==> config.mk <==
export PLATFORM = sky130hd
export DESIGN_NAME = davies_meyer_tea_byte_hash
export DESIGN_NICKNAME = d
export VERILOG_FILES = /design/src/rtl/core/dmtbh_pkg.sv /design/src/rtl/core/dmtbh_front.sv /design/src/rtl/core/dmtbh_job_queue.sv /design/src/rtl/core/dmtbh_back.sv /design/src/rtl/core/davies_meyer_tea_byte_hash.sv
export SDC_FILE = /design/constraint.sdc
export NUM_CORES = 2
export LEC_CHECK = 0
export BUFFER_PORTS_ARGS = -buffer_cell sky130_fd_sc_hd__buf_4
export CELL_PAD_IN_SITES_DETAIL_PLACEMENT = 0
export CELL_PAD_IN_SITES_GLOBAL_PLACEMENT = 1
export CORE_ASPECT_RATIO = 0.7
export CORE_MARGIN = 8
export CORE_UTILIZATION = 30
export DETAILED_ROUTE_END_ITERATION = 7
export PLACE_DENSITY = 0.58
export SLEW_MARGIN = 20
export SYNTH_ARGS = -nofsm -noshare
export SYNTH_HDL_FRONTEND = slang
export SYNTH_HIERARCHICAL = 1
export SYNTH_SLANG_ARGS = --single-unit
==> constraint.sdc <==
create_clock -name clk -period 10.77 [get_ports clk]
set_clock_uncertainty 0.2 [all_clocks]
set_input_delay 2.6925 -clock clk [delete_from_list [all_inputs] [get_ports clk]]
set_output_delay 2.6925 -clock clk [all_outputs]
set_load 0.01 [all_outputs]
==> src/rtl/core/dmtbh_pkg.sv <==
// ----------------------------------------------------------------------------
// Davies-Meyer TEA byte hash: shared definitions
// Constants, job codes and the job record passed from the front end to the
// round engine.
// ----------------------------------------------------------------------------
package dmtbh_pkg;

    localparam int LEN_BITS     = 16;
    localparam int BLOCK_BYTES  = 16;
    localparam int BLOCK_WORDS  = 4;
    localparam int FILL_W       = $clog2(BLOCK_BYTES);

    localparam int BLOCK_ROUNDS = 6;
    localparam int FINAL_ROUNDS = 10;
    localparam int ROUND_W      = $clog2(FINAL_ROUNDS + 1);

    localparam logic [31:0] TEA_DELTA = 32'h9E37_79B9;
    localparam logic [31:0] INIT_A    = 32'h9464_a485;
    localparam logic [31:0] INIT_B    = 32'h542e_1a94;

    localparam int QUEUE_DEPTH = 2;
    localparam int QUEUE_AW    = $clog2(QUEUE_DEPTH);
    localparam int QUEUE_CW    = $clog2(QUEUE_DEPTH + 1);

    // Job kinds: a full block, a final block, or a full block followed by
    // a final block made of pad words only.
    localparam logic [1:0] KIND_BLOCK       = 2'd0;
    localparam logic [1:0] KIND_FINAL       = 2'd1;
    localparam logic [1:0] KIND_BLOCK_FINAL = 2'd2;

    typedef struct packed {
        logic [1:0]                        kind;
        logic [31:0]                       pad;
        logic [BLOCK_WORDS-1:0][31:0]      key;
    } job_t;

endpackage

==> src/rtl/core/dmtbh_front.sv <==
// ----------------------------------------------------------------------------
// Davies-Meyer TEA byte hash: front end
// Gathers message bytes into a 16-byte block, counts the message length and
// builds round jobs with their key words for the round engine.
// ----------------------------------------------------------------------------
module dmtbh_front (
    input  logic              clk,
    input  logic              rst_n,
    input  logic              push,
    output logic              full,
    input  logic [7:0]        data_byte,
    input  logic              last_byte,
    input  logic              q_full,
    output logic              job_push,
    output dmtbh_pkg::job_t   job
);
    import dmtbh_pkg::*;

    logic [7:0]          bytes_reg [BLOCK_BYTES];
    logic [FILL_W-1:0]   fill_reg;
    logic [FILL_W-1:0]   fill_next;
    logic [LEN_BITS-1:0] len_reg;
    logic [LEN_BITS-1:0] len_next;
    logic [LEN_BITS-1:0] len_inc;
    logic                accept;
    logic                block_done;
    logic [7:0]          cur [BLOCK_BYTES];
    logic [31:0]         blk_word [BLOCK_WORDS];
    logic [31:0]         len_word;
    logic [31:0]         pad_half;
    logic [31:0]         pad;
    logic [FILL_W-1:0]   fill_inc;
    logic [1:0]          whole;
    logic [1:0]          tail;

    assign full       = q_full;
    assign accept     = push && !q_full;
    assign block_done = (fill_reg == FILL_W'(BLOCK_BYTES - 1));
    assign len_inc    = len_reg + LEN_BITS'(1);
    assign len_word   = 32'(len_inc);
    assign pad_half   = len_word | (len_word << 8);
    assign pad        = pad_half | (pad_half << 16);
    assign fill_inc   = fill_reg + FILL_W'(1);
    assign whole      = fill_inc[3:2];
    assign tail       = fill_inc[1:0];

    always_comb
    begin
        for (int i = 0; i < BLOCK_BYTES; i++)
        begin
            cur[i] = (fill_reg == FILL_W'(i)) ? data_byte : bytes_reg[i];
        end
        for (int j = 0; j < BLOCK_WORDS; j++)
        begin
            blk_word[j] = {cur[4*j+3], cur[4*j+2], cur[4*j+1], cur[4*j]};
        end
    end

    always_comb
    begin
        job_push = accept && (block_done || last_byte);
        job.pad  = pad;
        if (block_done)
        begin
            job.kind = last_byte ? KIND_BLOCK_FINAL : KIND_BLOCK;
            for (int j = 0; j < BLOCK_WORDS; j++)
            begin
                job.key[j] = blk_word[j];
            end
        end
        else
        begin
            job.kind = KIND_FINAL;
            for (int j = 0; j < BLOCK_WORDS; j++)
            begin
                if (2'(j) < whole)
                begin
                    job.key[j] = blk_word[j];
                end
                else if (2'(j) == whole)
                begin
                    unique case (tail)
                        2'd0: job.key[j] = pad;
                        2'd1: job.key[j] = {pad[23:0], cur[4*j]};
                        2'd2: job.key[j] = {pad[15:0], cur[4*j], cur[4*j+1]};
                        2'd3: job.key[j] = {pad[7:0], cur[4*j], cur[4*j+1],
                                            cur[4*j+2]};
                    endcase
                end
                else
                begin
                    job.key[j] = pad;
                end
            end
        end
    end

    always_comb
    begin
        fill_next = fill_reg;
        len_next  = len_reg;
        if (accept)
        begin
            fill_next = (block_done || last_byte) ? '0 : fill_inc;
            len_next  = last_byte ? '0 : len_inc;
        end
    end

    always_ff @(posedge clk or negedge rst_n)
    begin
        if (!rst_n)
        begin
            fill_reg <= '0;
            len_reg  <= '0;
        end
        else
        begin
            fill_reg <= fill_next;
            len_reg  <= len_next;
        end
    end

    always_ff @(posedge clk)
    begin
        if (accept)
        begin
            bytes_reg[fill_reg] <= data_byte;
        end
    end

endmodule

==> src/rtl/core/dmtbh_job_queue.sv <==
// ----------------------------------------------------------------------------
// Davies-Meyer TEA byte hash: job queue
// Short first-in first-out queue of round jobs between the front end and the
// round engine.
// ----------------------------------------------------------------------------
module dmtbh_job_queue (
    input  logic              clk,
    input  logic              rst_n,
    input  logic              wr_en,
    input  dmtbh_pkg::job_t   wr_job,
    output logic              q_full,
    input  logic              rd_en,
    output dmtbh_pkg::job_t   rd_job,
    output logic              q_empty
);
    import dmtbh_pkg::*;

    job_t                slot_reg [QUEUE_DEPTH];
    logic [QUEUE_AW-1:0] wr_ptr_reg;
    logic [QUEUE_AW-1:0] wr_ptr_next;
    logic [QUEUE_AW-1:0] rd_ptr_reg;
    logic [QUEUE_AW-1:0] rd_ptr_next;
    logic [QUEUE_CW-1:0] count_reg;
    logic [QUEUE_CW-1:0] count_next;
    logic                do_wr;
    logic                do_rd;

    assign q_full  = (count_reg == QUEUE_CW'(QUEUE_DEPTH));
    assign q_empty = (count_reg == '0);
    assign do_wr   = wr_en && !q_full;
    assign do_rd   = rd_en && !q_empty;
    assign rd_job  = slot_reg[rd_ptr_reg];

    always_comb
    begin
        wr_ptr_next = wr_ptr_reg;
        rd_ptr_next = rd_ptr_reg;
        count_next  = count_reg;
        if (do_wr)
        begin
            wr_ptr_next = (wr_ptr_reg == QUEUE_AW'(QUEUE_DEPTH - 1)) ? '0
                        : wr_ptr_reg + QUEUE_AW'(1);
        end
        if (do_rd)
        begin
            rd_ptr_next = (rd_ptr_reg == QUEUE_AW'(QUEUE_DEPTH - 1)) ? '0
                        : rd_ptr_reg + QUEUE_AW'(1);
        end
        if (do_wr && !do_rd)
        begin
            count_next = count_reg + QUEUE_CW'(1);
        end
        else if (do_rd && !do_wr)
        begin
            count_next = count_reg - QUEUE_CW'(1);
        end
    end

    always_ff @(posedge clk or negedge rst_n)
    begin
        if (!rst_n)
        begin
            wr_ptr_reg <= '0;
            rd_ptr_reg <= '0;
            count_reg  <= '0;
        end
        else
        begin
            wr_ptr_reg <= wr_ptr_next;
            rd_ptr_reg <= rd_ptr_next;
            count_reg  <= count_next;
        end
    end

    always_ff @(posedge clk)
    begin
        if (do_wr)
        begin
            slot_reg[wr_ptr_reg] <= wr_job;
        end
    end

endmodule

==> src/rtl/core/dmtbh_back.sv <==
// ----------------------------------------------------------------------------
// Davies-Meyer TEA byte hash: round engine
// Runs TEA-style rounds, one half-round per cycle, feeds the result forward
// into the chaining words and holds the finished hash for the receiver.
// ----------------------------------------------------------------------------
module dmtbh_back (
    input  logic              clk,
    input  logic              rst_n,
    input  logic              job_empty,
    input  dmtbh_pkg::job_t   job,
    output logic              job_take,
    output logic              empty,
    input  logic              pop,
    output logic [31:0]       hash_value
);
    import dmtbh_pkg::*;

    localparam logic [1:0] ST_IDLE  = 2'd0;
    localparam logic [1:0] ST_XHALF = 2'd1;
    localparam logic [1:0] ST_YHALF = 2'd2;
    localparam logic [1:0] ST_FEED  = 2'd3;

    logic [1:0]                   state_reg;
    logic [1:0]                   state_next;
    logic [1:0]                   kind_reg;
    logic [1:0]                   kind_next;
    logic [ROUND_W-1:0]           round_reg;
    logic [ROUND_W-1:0]           round_next;
    logic [31:0]                  chain_a_reg;
    logic [31:0]                  chain_a_next;
    logic [31:0]                  chain_b_reg;
    logic [31:0]                  chain_b_next;
    logic [31:0]                  x_reg;
    logic [31:0]                  x_next;
    logic [31:0]                  y_reg;
    logic [31:0]                  y_next;
    logic [31:0]                  s_reg;
    logic [31:0]                  s_next;
    logic [BLOCK_WORDS-1:0][31:0] key_reg;
    logic [BLOCK_WORDS-1:0][31:0] key_next;
    logic [31:0]                  pad_reg;
    logic [31:0]                  pad_next;
    logic                         out_valid_reg;
    logic                         out_valid_next;
    logic [31:0]                  hash_reg;
    logic [31:0]                  hash_next;
    logic [31:0]                  fx;
    logic [31:0]                  fy;
    logic [31:0]                  sum_a;
    logic [31:0]                  sum_b;
    logic                         out_free;

    assign fx    = ((y_reg << 4) + key_reg[0]) ^ (y_reg + s_reg)
                 ^ ((y_reg >> 5) + key_reg[1]);
    assign fy    = ((x_reg << 4) + key_reg[2]) ^ (x_reg + s_reg)
                 ^ ((x_reg >> 5) + key_reg[3]);
    assign sum_a = chain_a_reg + x_reg;
    assign sum_b = chain_b_reg + y_reg;

    assign out_free   = !out_valid_reg || pop;
    assign empty      = !out_valid_reg;
    assign hash_value = hash_reg;

    always_comb
    begin
        state_next     = state_reg;
        kind_next      = kind_reg;
        round_next     = round_reg;
        chain_a_next   = chain_a_reg;
        chain_b_next   = chain_b_reg;
        x_next         = x_reg;
        y_next         = y_reg;
        s_next         = s_reg;
        key_next       = key_reg;
        pad_next       = pad_reg;
        hash_next      = hash_reg;
        out_valid_next = out_valid_reg && !pop;
        job_take       = 1'b0;

        unique case (state_reg)
            ST_IDLE:
            begin
                if (!job_empty)
                begin
                    job_take   = 1'b1;
                    key_next   = job.key;
                    pad_next   = job.pad;
                    kind_next  = job.kind;
                    x_next     = chain_a_reg;
                    y_next     = chain_b_reg;
                    s_next     = TEA_DELTA;
                    round_next = (job.kind == KIND_FINAL) ? ROUND_W'(FINAL_ROUNDS)
                                                          : ROUND_W'(BLOCK_ROUNDS);
                    state_next = ST_XHALF;
                end
            end
            ST_XHALF:
            begin
                x_next     = x_reg + fx;
                state_next = ST_YHALF;
            end
            ST_YHALF:
            begin
                y_next = y_reg + fy;
                s_next = s_reg + TEA_DELTA;
                if (round_reg == ROUND_W'(1))
                begin
                    state_next = ST_FEED;
                end
                else
                begin
                    round_next = round_reg - ROUND_W'(1);
                    state_next = ST_XHALF;
                end
            end
            ST_FEED:
            begin
                unique case (kind_reg)
                    KIND_BLOCK:
                    begin
                        chain_a_next = sum_a;
                        chain_b_next = sum_b;
                        state_next   = ST_IDLE;
                    end
                    KIND_BLOCK_FINAL:
                    begin
                        chain_a_next = sum_a;
                        chain_b_next = sum_b;
                        x_next       = sum_a;
                        y_next       = sum_b;
                        s_next       = TEA_DELTA;
                        key_next     = {BLOCK_WORDS{pad_reg}};
                        kind_next    = KIND_FINAL;
                        round_next   = ROUND_W'(FINAL_ROUNDS);
                        state_next   = ST_XHALF;
                    end
                    KIND_FINAL:
                    begin
                        if (out_free)
                        begin
                            hash_next      = sum_a ^ sum_b;
                            out_valid_next = 1'b1;
                            chain_a_next   = INIT_A;
                            chain_b_next   = INIT_B;
                            state_next     = ST_IDLE;
                        end
                    end
                    default:
                    begin
                        state_next = ST_IDLE;
                    end
                endcase
            end
        endcase
    end

    always_ff @(posedge clk or negedge rst_n)
    begin
        if (!rst_n)
        begin
            state_reg     <= ST_IDLE;
            kind_reg      <= KIND_BLOCK;
            round_reg     <= '0;
            chain_a_reg   <= INIT_A;
            chain_b_reg   <= INIT_B;
            out_valid_reg <= 1'b0;
        end
        else
        begin
            state_reg     <= state_next;
            kind_reg      <= kind_next;
            round_reg     <= round_next;
            chain_a_reg   <= chain_a_next;
            chain_b_reg   <= chain_b_next;
            out_valid_reg <= out_valid_next;
        end
    end

    always_ff @(posedge clk)
    begin
        x_reg    <= x_next;
        y_reg    <= y_next;
        s_reg    <= s_next;
        key_reg  <= key_next;
        pad_reg  <= pad_next;
        hash_reg <= hash_next;
    end

endmodule

==> src/rtl/core/davies_meyer_tea_byte_hash.sv <==
// ----------------------------------------------------------------------------
// Davies-Meyer TEA byte hash: top level
// Byte-serial 32-bit hash with a TEA-style round in Davies-Meyer feed-forward.
// ----------------------------------------------------------------------------
// The input side is a queue: a byte and its last marker are taken at a clock
// edge with push high and full low, so one byte can be accepted every cycle.
// Each sixteenth byte of a message, and the final byte, becomes a round request
// in a two-entry queue ahead of the round engine; full rises only when that
// queue is full.
// The round engine does one half-round per cycle. A full block takes a request
// fetch, 12 half-rounds and a feed-forward step and ends before the next block
// of bytes is in, so a long message streams at one byte per cycle while full
// stays low. The final block runs FINAL_ROUNDS rounds; when the final byte also
// completes a block, a final block of pad words follows that block directly.
// The result side is a queue too: empty low presents the hash, and it is
// taken at an edge with pop high. While the receiver stalls, one hash waits
// in the output register and the engine holds its next final result.
// Reset clears the fill and length counters and the queues and reloads the
// initial chaining words; no hash is pending afterwards.
// ----------------------------------------------------------------------------
module davies_meyer_tea_byte_hash (
    input  logic        clk,
    input  logic        rst_n,
    input  logic        push,
    output logic        full,
    input  logic [7:0]  data_byte,
    input  logic        last_byte,
    output logic        empty,
    input  logic        pop,
    output logic [31:0] hash_value
);
    import dmtbh_pkg::*;

    logic job_push;
    job_t job_in;
    logic q_full;
    logic q_empty;
    job_t job_out;
    logic job_take;

    dmtbh_front u_front (
        .clk       (clk),
        .rst_n     (rst_n),
        .push      (push),
        .full      (full),
        .data_byte (data_byte),
        .last_byte (last_byte),
        .q_full    (q_full),
        .job_push  (job_push),
        .job       (job_in)
    );

    dmtbh_job_queue u_queue (
        .clk     (clk),
        .rst_n   (rst_n),
        .wr_en   (job_push),
        .wr_job  (job_in),
        .q_full  (q_full),
        .rd_en   (job_take),
        .rd_job  (job_out),
        .q_empty (q_empty)
    );

    dmtbh_back u_back (
        .clk        (clk),
        .rst_n      (rst_n),
        .job_empty  (q_empty),
        .job        (job_out),
        .job_take   (job_take),
        .empty      (empty),
        .pop        (pop),
        .hash_value (hash_value)
    );

    // The front end never offers a request that the queue cannot hold.
    assert property (@(posedge clk) disable iff (!rst_n) job_push |-> !q_full)
        else $error("round request offered to a full queue");

    // The engine only takes a request that is present.
    assert property (@(posedge clk) disable iff (!rst_n) job_take |-> !q_empty)
        else $error("round request taken from an empty queue");

    // A final byte always yields a request in the same cycle.
    assert property (@(posedge clk) disable iff (!rst_n)
        (push && !full && last_byte) |-> job_push)
        else $error("final byte produced no round request");

endmodule
==> results by group <==
Logic synthesis
  • Ys async rst share: 11.70%
  • Most frequent cell after synthesis: edfxtp_1
  • Number of synthesized register bits: roughly 830
  • Compound-Gate Fraction of Synth Area: 18.75%
  • Net Count, Synth: roughly 5k
  • Largest cells by area after synthesis: edfxtp_1 42%, ha_1 7.3%, xnor2_1 5.6%
  • Largest family of logic cells by synthesized area: compound AO/OA/AOI/OAI gates
  • Post-synthesis cell count: 4776
  • Adder-cell area share of the yosys netlist: under 10%
  • Area leader, netlist: edfxtp_1
  • Post-synth cell types: about 120
  • Synth warnings: 6
  • Simple-Gate Fraction of Synth Area: a little under a tenth
  • Syn Area/Cell: around 11 um2
  • Synth cell count leaders: 732 x edfxtp_1, 371 x a21oi_1, 339 x xnor2_1
  • Synth Flop Type: edfxtp_1
  • Post-Syn Area: around 53000 um2
  • Post-synth EDFFs: 732
  • Synth top area share: a little over two fifths
  • Seq/Total Area, Yosys: 46.31%
  • XOR/XNOR share of the synthesized area: 7.759%
  • Post-synthesis mux area share: under 10%

Clock network
  • Skew-Pair Late Insertion Delay: approximately 740 ps
  • Clock root buffer: clkbuf_16
  • Num CTS Buffers: 91
  • Worst-path clk slew: roughly 60 ps
  • H-tree depth: 3
  • Cts hold-fix bufs: 0
  • Max Buffers Root-to-Sink: 3
  • Post-CTS setup buffers: 0
  • CTS sink cnt: approximately 830
  • CTS tree: yes
  • CTS-repair resized insts: 0

Worst setup path
  • Worst Reg2Reg Path Length in Cells: 23
  • Reg-to-reg slack, setup: about 3500 ps
  • RR Endpoint: u_back/y_reg[31]$_DFFE_PP_
  • Worst Path Max Fanout: 6
  • Worst reg2reg path startpoint: u_back/x_reg[5]$_DFFE_PP_
  • Crit path kind: flop to flop
  • Worst EP required: ~11000 ps
  • Nature of the critical path endpoint: flop
  • Signal arrival time at the worst endpoint: roughly 7500 ps
  • Crit path launch type: flop
  • Worst setup path startpoint: u_back/x_reg[5]$_DFFE_PP_
  • CP endpoint: u_back/y_reg[31]$_DFFE_PP_

Drt
  • Vias per cell: 5.487
  • 1st-iter DRT viols: around 4.5k
  • Antenna-violating nets left: 0
  • DRC Markers: 0
  • DRT Pass-1 Iters: 6
  • Wire per inst: around 26 um
  • Detailed Route WL: 185.7 mm
  • Via count: slightly below 40k

Final layout
  • Share of layout cells above drive strength 1: 12.21%
  • Layout overhead on the synthesized area: 11.30%
  • Nets: slightly above 5k
  • Max FFs per register: between 300 and 400

Timing
  • Worst Tran Pin Value: 1271 ps
  • # setup viols final: 0
  • Relative slew slack: about 14%
  • Period minus WS final: slightly above 7000 ps
  • Fmax: between 100 and 150 MHz
  • Final hold vios: 0
  • Setup TNS: 0 ps
  • Fin crit share: ~67%
  • Slew Viols, Final: 0
  • Unrepaired setup endpoints after global routing: false

Global route
  • First-pass GRT wire length: roughly 270 mm
  • Met1 Usage GRT: roughly 30%
  • Gr usage total: around a fifth
  • GR Util met2: between 20% and 30%
  • Largest net degree at the start of global routing: approximately 130
  • Vias in the first global route: roughly 37k
  • Aggregate global routing overflow: 0
  • GRT Max-Usage Layer: met1
  • Initial antenna violation count: 6
  • Grt met3 use: under 10%

Place
  • IO buf count: 46
  • Dpl hpwl: between 100 and 150 mm
  • Final Wtd Congestion: between 0.9 and 1

Run
  • Max Cap Violations: 0

Floorplanning
  • Die Span X: 517.3 um
  • Die area: between 150000 and 200000 um2
  • Die height: roughly 370 um
  • Std cell rows: 128
  • Initial Utilization: a little under a third
  • IO Pins: 47
  • Core area: around 170000 um2

Status
  • Status: completed

Hold path
  • Worst hold path class: flop to flop
## critical path, stage by stage, from the launching register on
cell and delay, ps:
edfxtp_1 520, ha_1 310, fa_1 420, a21o_1 170, a21o_1 210, a2111oi_0 880, o21ai_0 240, nand3b_1 270
a21oi_1 160, o21ai_0 190, nand2b_1 120, xnor2_1 200, xnor2_1 90, ha_1 430, nand4_1 200, nor4_1 490
o41ai_1 270, o311ai_1 350, o21ai_0 300, a31oi_1 230, xor2_1 250, nand2b_1 150, mux2i_1 80, a221o_1 270
## placed cells by master (no fill, tap or decap), types with 64 or more instances in the layout
| master | count |
|---|---|
| a21o_1 | 283 |
| a21oi_1 | 370 |
| and3_1 | 64 |
| buf_4 | 112 |
| clkbuf_16 | 92 |
| dfrtp_1 | 69 |
| edfxtp_1 | 732 |
| ha_1 | 308 |
| inv_1 | 100 |
| mux2_2 | 135 |
| mux2_4 | 70 |
| mux2i_1 | 128 |
| nand2_1 | 261 |
| nand3_1 | 88 |
| nor2_1 | 304 |
| o21ai_0 | 247 |
| xnor2_1 | 339 |
| xor2_1 | 125 |
## kinds of logic (layout without fill, tap and decap cells)
kind of cell / count (synthesis) / in the layout
adders and majority gates: 319 / 319
and+or+nand+nor: 1012 / 1012
AOI/OAI and AO/OA: 1479 / 1479
DFF: 829 / 829
buffers and inverters: 337 / 393
other: 0 / 3
xor gates and xnor gates: 466 / 466
muxes: 334 / 334
## cell type report
class | count | area [um2]
diodes | 3 | 7.507
multi-input cells | 3610 | 26920
fillers | 17480 | 115700
clock buffers | 112 | 2387
inverters | 107 | 402.9
repair buffers | 117 | 939.7
well taps | 2340 | 2928
flip-flops and latches | 829 | 24450
clock inverters | 57 | 709.4
## worst min-delay path by stage
stage	startpoint	to	slack, ps	depth (start not counted)
5_1_grt	u_back/chain_a_reg[7]$_DFFE_PN1P_	u_back/chain_a_reg[7]$_DFFE_PN1P_	310	2
3_3_place_gp	u_back/chain_a_reg[7]$_DFFE_PN1P_	u_back/chain_a_reg[7]$_DFFE_PN1P_	280	2
6_report	u_back/chain_a_reg[7]$_DFFE_PN1P_	u_back/chain_a_reg[7]$_DFFE_PN1P_	290	2
2_1_floorplan	u_back/chain_a_reg[7]$_DFFE_PN1P_	u_back/chain_a_reg[7]$_DFFE_PN1P_	260	2
3_5_place_dp	u_back/chain_a_reg[7]$_DFFE_PN1P_	u_back/chain_a_reg[7]$_DFFE_PN1P_	270	2
4_1_cts	u_back/chain_a_reg[7]$_DFFE_PN1P_	u_back/chain_a_reg[7]$_DFFE_PN1P_	290	2
## stage by stage
stage / area [um2] / setup WS (ps) / utilization (%) / hold slack [ps] / cells
floorplan: 52780 / 2453 / - / 257.5 / 4776
detailed placement: 55590 / 3600 / 31.88 / 273.7 / 7002
global placement: 55590 / 3224 / 31.88 / 276.0 / 7002
finish: 58740 / 3525 / 33.68 / 291.3 / 7175
CTS: 58690 / 3571 / 33.65 / 285.8 / 7171
global route: 58740 / 3082 / 33.68 / 305.5 / 7172
## routing by layer
layer	wire, um	share of wire (%)
met5	198	0.11
met4	3048	1.6
met3	14910	8.0
met2	72720	39
met1	94770	51
Power is left out: the tool's default activity adds up to more than one toggle a clock period on the data nets, which glitch-free logic cannot reach.
